<file path="src/design/bbp_pkg.sv">
// shared constants and types for the box blur pixel core
package bbp_pkg;

    localparam int MAX_WIDTH   = 256;
    localparam int MAX_HEIGHT  = 256;
    localparam int COORD_W     = 8;
    localparam int DIM_W       = 9;
    localparam int RADIUS_W    = 4;
    localparam int CHAN_W      = 8;
    localparam int PIXEL_W     = 3 * CHAN_W;
    localparam int ADDR_W      = 2 * COORD_W;
    localparam int FRAME_DEPTH = MAX_WIDTH * MAX_HEIGHT;
    // largest window is 31 x 31 pixels of 255
    localparam int SUM_W       = 18;
    localparam int CNT_W       = 10;
    localparam int SPAN_W      = 5;

    typedef struct packed {
        logic [SUM_W-1:0] red;
        logic [SUM_W-1:0] green;
        logic [SUM_W-1:0] blue;
    } t_rgb_sum;

    typedef struct packed {
        logic [CHAN_W-1:0] red;
        logic [CHAN_W-1:0] green;
        logic [CHAN_W-1:0] blue;
    } t_rgb;

endpackage

</file>
<file path="src/design/bbp_divider.sv">
// iterative restoring divider, three channel sums by one window count
module bbp_divider
    import bbp_pkg::*;
(
    input  logic             i_clk,
    input  logic             i_rst_n,
    input  logic             i_start,
    input  t_rgb_sum         i_dividend,
    input  logic [CNT_W-1:0] i_divisor,
    output logic             o_done,
    output t_rgb             o_quot
);

    typedef struct packed {
        logic [CNT_W-1:0] rem;
        logic [SUM_W-1:0] quot;
    } t_div_lane;

    localparam int STEP_W = $clog2(SUM_W + 1);

    logic               r_busy;
    logic               r_done;
    logic [STEP_W-1:0]  r_step;
    logic [CNT_W-1:0]   r_divisor;
    t_div_lane          r_lane_r, r_lane_g, r_lane_b;
    t_div_lane          n_lane_r, n_lane_g, n_lane_b;

    // one shift-subtract step
    function automatic t_div_lane div_step(t_div_lane lane, logic [CNT_W-1:0] dvs);
        logic [CNT_W:0] shifted;
        logic [CNT_W:0] diff;
        t_div_lane      res;
        shifted = {lane.rem, lane.quot[SUM_W-1]};
        diff    = shifted - {1'b0, dvs};
        if (shifted >= {1'b0, dvs}) begin
            res.rem  = diff[CNT_W-1:0];
            res.quot = {lane.quot[SUM_W-2:0], 1'b1};
        end else begin
            res.rem  = shifted[CNT_W-1:0];
            res.quot = {lane.quot[SUM_W-2:0], 1'b0};
        end
        return res;
    endfunction

    always_comb begin
        n_lane_r = div_step(r_lane_r, r_divisor);
        n_lane_g = div_step(r_lane_g, r_divisor);
        n_lane_b = div_step(r_lane_b, r_divisor);
    end

    always_ff @(posedge i_clk) begin
        if (!i_rst_n) begin
            r_busy <= 1'b0;
            r_done <= 1'b0;
            r_step <= '0;
        end else begin
            r_done <= 1'b0;
            if (i_start) begin
                r_busy <= 1'b1;
                r_step <= STEP_W'(SUM_W);
            end else if (r_busy) begin
                r_step <= r_step - 1'b1;
                if (r_step == STEP_W'(1)) begin
                    r_busy <= 1'b0;
                    r_done <= 1'b1;
                end
            end
        end
    end

    always_ff @(posedge i_clk) begin
        if (i_start) begin
            r_divisor     <= i_divisor;
            r_lane_r.rem  <= '0;
            r_lane_r.quot <= i_dividend.red;
            r_lane_g.rem  <= '0;
            r_lane_g.quot <= i_dividend.green;
            r_lane_b.rem  <= '0;
            r_lane_b.quot <= i_dividend.blue;
        end else if (r_busy) begin
            r_lane_r <= n_lane_r;
            r_lane_g <= n_lane_g;
            r_lane_b <= n_lane_b;
        end
    end

    // the mean never exceeds a channel maximum
    assign o_done       = r_done;
    assign o_quot.red   = r_lane_r.quot[CHAN_W-1:0];
    assign o_quot.green = r_lane_g.quot[CHAN_W-1:0];
    assign o_quot.blue  = r_lane_b.quot[CHAN_W-1:0];

endmodule

</file>
<file path="config.mk">
export PLATFORM = sky130hd
export DESIGN_NAME = bbp_divider
export DESIGN_NICKNAME = d
export VERILOG_FILES = /design/src/design/bbp_pkg.sv /design/src/design/bbp_divider.sv
export SDC_FILE = /design/constraint.sdc
export NUM_CORES = 1
export LEC_CHECK = 0
export BUFFER_PORTS_ARGS = -buffer_cell sky130_fd_sc_hd__buf_2
export CAP_MARGIN = 0
export CORE_MARGIN = 5
export CORE_UTILIZATION = 50
export CTS_CLUSTER_DIAMETER = 30
export DETAILED_ROUTE_END_ITERATION = 12
export HOLD_SLACK_MARGIN = 0.03
export PLACE_DENSITY = 0.72
export SYNTH_ARGS = -nofsm -noshare
export SYNTH_HDL_FRONTEND = slang
export SYNTH_SLANG_ARGS = --single-unit
</file>
<file path="constraint.sdc">
create_clock -name i_clk -period 5.7 [get_ports i_clk]
set_input_delay 0.285 -clock i_clk [delete_from_list [all_inputs] [get_ports i_clk]]
set_output_delay 0.285 -clock i_clk [all_outputs]
set_load 0.005 [all_outputs]
</file>
==> results of run 1 <==
## worst register-to-register path, delay by kind of cell (launching register included)
| kind | cells | cell delay (ns) |
|---|---|---|
| buffers and inverters | 2 | 1.29 |
| flip-flops | 1 | 1.05 |
| AND/OR/NAND/NOR | 1 | 0.60 |
## worst max-delay path by stage
stage                     cells after the start            to
final                                         3  r_lane_b[13]
after global routing                          3     o_quot[6]
after CTS                                     3     o_quot[6]
after detailed placement                      3  r_lane_b[10]
after global placement                        3   r_lane_b[8]
after floorplan                               3     o_quot[0]
## power by group
group / switching, µW / internal (µW) / total, µW / leakage [µW]
sequential: 47.3 / 863 / 910 / 0.000947
clock: 271 / 344 / 614 / 0.000139
combinational: 248 / 209 / 457 / 0.00154
## stage by stage
stage	total power [µW]	std cells
6_report	1982	724
5_1_grt	2084	724
4_1_cts	1990	724
3_5_place_dp	1380	708
3_3_place_gp	1365	708
2_1_floorplan	1284	517
## cells in the mapped netlist (all sizes together) (6+ instances only)
cell type / count
nand2: 35
mux2: 53
buf: 28
ha: 32
edfxtp: 64
dfxtp: 37
o21a: 6
a311oi: 9
nor3: 11
a21o: 6
mux2i: 9
clkbuf: 17
a21oi: 23
nor2: 43
xnor2: 14
o21ai: 16
inv: 23
a211oi: 15
## layer usage
metal,part of all wire,wire length (µm)
met5,0,0
met1,0.45,5277
met2,0.48,5643
met4,0.015,180
met3,0.053,619
## flip-flops by register name, indices dropped and copies added (netlist names)
register	flops
o_done	1
o_quot	24
r_busy	1
r_divisor	10
r_lane_b	20
r_lane_g	20
r_lane_r	20
r_step	5
## cells in the final DEF (no fill, tap or decap), types with 3 or more instances in the layout
master and instances:
buf_2 90, edfxtp_1 64, mux2_2 53, nor2_1 43
dfxtp_1 36, nand2_1 33, ha_1 32, inv_1 23
a21oi_1 22, o21ai_0 15, xnor2_1 14, a211oi_1 12
nor3_1 11, mux2i_1 9, clkbuf_16 9, a311oi_1 8
a21o_1 6, o21a_1 6, and3_1 5, nand3b_1 5
xor2_1 5, nand4_1 4, a21boi_0 4, a211oi_2 3
or3_1 3, nor2b_1 3, o31a_1 3, nor4_1 3
fa_1 3, buf_4 3
## cell type report
cell class | instances | area (µm²)
clock buffers | 10 | 229.0
flip-flops and latches | 101 | 2664
inverters | 24 | 90.09
clock inverters | 6 | 71.32
multi-input cells | 347 | 2736
repair buffers | 93 | 473.0
fillers | 999 | 4927
well taps | 143 | 178.9
## cells by family (layout without fill, tap and decap cells)
| kind of cell | count (synthesis) | in the layout | synth area share |
|---|---|---|---|
| buffers and inverters | 69 | 133 | 0.06300 |
| adder cells (fa/ha/maj) | 35 | 35 | 0.07995 |
| AND/OR/NAND/NOR | 122 | 122 | 0.09994 |
| AO/OA/AOI/OAI | 109 | 109 | 0.1466 |
| multiplexers | 62 | 62 | 0.1193 |
| flip-flops | 101 | 101 | 0.4623 |
| XOR/XNOR | 19 | 19 | 0.02889 |
==> out/results.md, run 1 <==
| Quantity | Reported | Unit |
|:---|:---|:---|
| Unrepaired setup endpoints after global routing | no | - |
| Relative max-transition margin | 0.2758 | - |
| Wire length of the first global-routing pass | 19,760 | µm |
| Peak fanout along the critical path | 58 | - |
| Core utilization of the finished layout | 0.5666 | - |
| Endpoint of the worst-slack reg-to-reg timing path | r_lane_b[13] | - |
| Path class of the lowest-slack min-delay path | input pin to flop | - |
| Worst Hold Path Cells | 1 | - |
| Sequential share of the synthesized area | 0.4623 | - |
| Routed Antenna Nets | 0 | - |
| Global routing usage on met2 | 0.2793 | - |
| Worst supply voltage drop on vdd | 0.1697 | mV |
| GR Util All Layers | 0.1696 | - |
| Violation count after the first detailed-routing iteration | 227 | - |
| Post-CTS repair timing setup buffer count | 0 | - |
| Total placed instance area | 6142 | µm² |
| Critical path's top delay family | buffers and inverters | - |
| Worst Hold Margin | 0.1214 | ns |
| Worst setup margin | 2.384 | ns |
| Placeable core region | 11,370 | µm² |
| Flops & latches, synth | 101 | - |
| Starting utilization of the core area | 0.5065 | - |
| Clock Latency Late Sink | 0.33 | ns |
| Fin Clk Skew | 0.005628 | ns |
| Cell area after layout | 6442 | µm² |
| Clock buffers created by TritonCTS | 9 | - |
| Via density per instance | 5.678 | - |
| Number of antenna violations at the first check in global routing | 0 | - |
| Distinct cell type count after synthesis | 66 | - |
| Congestion Overflow GR | 0 | - |
| Post-Synthesis Cells | 517 | - |
| Clock slew at the register clock pins of the worst setup and hold paths | 0.07 | ns |
| Arr. time, crit path | 3.30 | ns |
| Worst Hold End | r_divisor[2] | - |
| Total of buffers placed on input and output ports | 91 | - |
| Post-synthesis to final-layout area growth | 11.86 | % |
| Ranking of synthesized cells by area | edfxtp_1 (33%), dfxtp_1 (13%), mux2_2 (10%), ha_1 (7.0%), buf_4 (3.3%) | - |
| Classification of the worst setup path | flop to flop | - |
| Number of cells upsized or downsized after cts | 0 | - |
| CP Buf/Inv Count | 2 | - |
| Slack of the worst reg-to-reg path | 2.38 | ns |
| Startpoint type of the worst setup path | flop | - |
| Final clock period utilization by the worst path | 0.5817 | - |
| Die Span X | 117.3 | µm |
| DRC | 0 | - |
| Setup slack after placement | 2.357 | ns |
| Clock tree from TritonCTS | yes | - |
| IO Count | 92 | - |
| Via count of the first global-routing pass | 4,190 | - |
| Setup-violating endpoint count in the final report | 0 | - |
| Endpoint class of the critical path | flop | - |
| Combined area of all synthesized cells | 5759 | µm² |
| Critical path required time | 5.69 | ns |
| Dominant cell type by area after synthesis | edfxtp_1 | - |
| Critical-path cell list | clkinv_1, nand2_2, buf_4 | - |
| Startpoint of the most critical hold path | i_divisor[2] | - |
| Final sum of negative setup slack | 0 | ns |
| Fraction of final layout cells with drive strength greater than 1 | 0.3098 | - |
| Die outline area | 13,770 | µm² |
| Measured slew at the worst slew-check pin | 1.086 | ns |
| Largest net degree at the start of global routing | 59 | - |
| Hold-fix buffer count after cts | 0 | - |
| Critical path origin | r_busy | - |
| Clk sinks | 101 | - |
| Leakage power total | 0.002630 | µW |
| Number of max-slew violations in the final report | 0 | - |
| Nets in the synthesized netlist | 619 | - |
| Die boundary height | 117.3 | µm |
| Placer Congestion | 0.8456 | - |
| Busiest metal layer after global routing | met2 | - |
| Final Hold Fails | 0 | - |
| Max H-tree Level | 3 | - |
| Number of warning messages in the yosys log | 0 | - |
| FF-to-FF path depth | 3 | - |
| Number of nets in the layout | 678 | - |
| Delay of the slowest cell on the worst path | 1.05 | ns |
| Source of the worst register-to-register timing path | r_busy | - |
| Syn_area_per_cell | 11.14 | µm² |
| Slowest stage cell, crit path | dfxtp_2 | - |
| Async set-reset flop share out of synthesis | 0 | - |
| Power density cells | 307.6 | nW/µm² |
| F_max | 301.6 | MHz |
| Crit path time final | 3.316 | ns |
| Half-perimeter wire length after placement | 8481 | µm |
| Router iterations before antenna repair | 5 | - |
| Flip-flop cell with the highest count after synthesis | edfxtp_1 | - |
| Buffer depth of the longest clock path | 2 | - |
| Number of flops mapped to enable cells by yosys | 64 | - |
| Outcome | complete, no violations | - |
| Met1 GRT Util | 0.2225 | - |
| Count of vias placed by the detailed router | 4,111 | - |
| Wire length after detailed routing | 11,720 | µm |
| Max-cap violation count | 0 | - |
| Routed len/inst | 16.19 | µm |
| Master cell of the clock root buffer | clkbuf_16 | - |
| Row count | 39 | - |
| Met3 demand-to-capacity share in global routing | 0.04187 | - |
| Yosys top cell area share | 0.3337 | - |
| Antenna Cells | 0 | - |
No activity file was read; power rests on OpenSTA's default activity.
==> run 2: changes to the inputs <==
PLACE_DENSITY = 0.75   (was 0.72)
clock period = 2.82 ns   (was 5.7 ns; I/O delays follow)
==> out/results.md, run 2 (synthesized netlist as in run 1, its figures left out) <==
| Quantity | Reported | Unit | Delta |
|:---|:---|:---|:---|
| Met1 GRT Util | 0.2320 | - | +0.009452 |
| DRC | 0 | - | unchanged |
| Power density cells | 608.9 | nW/µm² | +98% |
| PnR Total Power | 4008 | µW | +100% |
| Busiest metal layer after global routing | met2 | - |  |
| Via density per instance | 5.632 | - | -0.81% |
| Via count of the first global-routing pass | 4,395 | - | +4.9% |
| Number of cells upsized or downsized after cts | 0 | - | unchanged |
| Core utilization of the finished layout | 0.5790 | - | +0.01233 |
| Final sum of negative setup slack | 0 | ns | unchanged |
| Max H-tree Level | 3 | - | unchanged |
| Startpoint type of the worst setup path | flop | - |  |
| Violation count after the first detailed-routing iteration | 254 | - | +12% |
| Master cell of the clock root buffer | clkbuf_16 | - |  |
| Die outline area | 13,770 | µm² | unchanged |
| Outcome | complete, no violations | - |  |
| Setup-violating endpoint count in the final report | 0 | - | unchanged |
| Flip-flop count of the largest register, all copies and words added | 24 | - | unchanged |
| Peak fanout along the critical path | 4 | - | -93% |
| Die Span X | 117.3 | µm | unchanged |
| Wire length after detailed routing | 12,830 | µm | +9.4% |
| IO Count | 92 | - | unchanged |
| Total of buffers placed on input and output ports | 91 | - | unchanged |
| Critical path required time | 3.08 | ns | -2.61 ns |
| Final Hold Fails | 0 | - | unchanged |
| Final clock period utilization by the worst path | 0.9233 | - | +0.3416 |
| Clock tree from TritonCTS | yes | - |  |
| Die boundary height | 117.3 | µm | unchanged |
| Clock Latency Late Sink | 0.35 | ns | +0.02 ns |
| Number of max-slew violations in the final report | 0 | - | unchanged |
| Half-perimeter wire length after placement | 9363 | µm | +10% |
| Number of antenna violations at the first check in global routing | 0 | - | unchanged |
| Congestion Overflow GR | 0 | - | unchanged |
| Unrepaired setup endpoints after global routing | no | - |  |
| Buffer depth of the longest clock path | 2 | - | unchanged |
| Routed len/inst | 17.33 | µm | +7.1% |
| Count of vias placed by the detailed router | 4,168 | - | +1.4% |
| Max-cap violation count | 0 | - | unchanged |
| Router iterations before antenna repair | 4 | - | -1 |
| Top library cells by usage in the layout, fill and taps aside | buf_2 (90), edfxtp_1 (64), mux2_2 (53), nor2_1 (43), dfxtp_1 (36) | - |  |
| Antenna Cells | 0 | - | unchanged |
| Starting utilization of the core area | 0.5065 | - | unchanged |
| Placeable core region | 11,370 | µm² | unchanged |
| Clk sinks | 101 | - | unchanged |
| Commonest non-fill, non-tap cell in the layout | buf_2 | - |  |
| Worst supply voltage drop on vdd | 0.4626 | mV | +170% |
| Endpoint class of the critical path | flop | - |  |
| Met3 demand-to-capacity share in global routing | 0.06785 | - | +0.02599 |
| Classification of the worst setup path | flop to flop | - |  |
| Relative max-transition margin | 0.6565 | - | +0.3807 |
| Fin Clk Skew | 0.007698 | ns | +0.002070 ns |
| Placer Congestion | 0.9099 | - | +7.6% |
| Largest net degree at the start of global routing | 43 | - | -27% |
| Routed Antenna Nets | 0 | - | unchanged |
| Fraction of final layout cells with drive strength greater than 1 | 0.3132 | - | +0.003422 |
| Measured slew at the worst slew-check pin | 0.5147 | ns | -0.5716 ns |
| Leakage power total | 0.002705 | µW | +2.8% |
| Global routing usage on met2 | 0.3059 | - | +0.02652 |
| Arr. time, crit path | 2.86 | ns | -0.44 ns |
| Number of nets in the layout | 694 | - | +2.4% |
| GR Util All Layers | 0.1899 | - | +0.02024 |
| Row count | 39 | - | unchanged |
| Clock buffers created by TritonCTS | 9 | - | unchanged |
| F_max | 384.1 | MHz | +27% |
| Wire length of the first global-routing pass | 21,460 | µm | +8.6% |
| Clock slew at the register clock pins of the worst setup and hold paths | 0.07 | ns | about the same |
| Path class of the lowest-slack min-delay path | input pin to flop | - |  |
| Crit path time final | 2.604 | ns | -0.7119 ns |
| Post-synthesis to final-layout area growth | 14.29 | % |  |
## run 2: worst paths after layout
check | startpoint | end | slack [ns] | depth (start not counted)
min reg2reg | r_lane_b[27] | r_lane_b[27] | 0.50 | 2
max reg2reg | r_divisor[1] | r_lane_r[26] | 0.22 | 8
max | r_divisor[1] | r_lane_r[26] | 0.22 | 8
min | i_rst_n | r_busy | 0.06 | 2
## run 2: where the power goes
group / leakage, µW / internal (µW) / switching, µW
Clock: 0.000139 / 611 / 589
Combinational: 0.00162 / 446 / 524
Sequential: 0.000947 / 1740 / 93.5
Total: 0.00270 / 2800 / 1210
## run 2: routing by layer
metal  routed length, µm  up-vias  share of wire
met5                   0        -              0
met4                 386        0          0.030
li1                    -     2049              -
met2                5982      130           0.47
met3                 862       29          0.067
met1                5594     1960           0.44
## run 2: cell type report
cell class                      count  area, µm²
Clock buffer                        9      225.2
Sequential cell                   101       2664
Fill cell                         916       4787
Timing Repair Buffer              109      630.6
Tap cell                          143      178.9
Clock inverter                      7      57.56
Inverter                           24      90.09
Multi-Input combinational cell    347       2736
## run 2: worst max-delay path, stage by stage, from the launching register on
cell      delay [ns]
edfxtp_1        0.48
inv_1           0.17
fa_1            0.50
a211oi_1        0.35
nor2_1          0.12
o41ai_1         0.38
xnor2_1         0.18
mux2i_1         0.09
a211oi_1        0.25
## run 2: timing repair
action                                 4_1_cts  5_1_grt
setup buffers                                0        0
endpoints found under the hold margin       10        0
hold buffers                                10        0
## run 2: through the flow
step                std cells  instance area [µm²]  hold WS, ns  setup WS (ns)
floorplan                 517                 5759       0.2399         0.4868
global placement          714                 6200       0.3194         0.4056
detailed placement        714                 6200       0.3201         0.2452
CTS                       740                 6583      0.05393         0.2332
global route              740                 6583      0.05875        0.06121
finish                    740                 6583      0.06330         0.2163
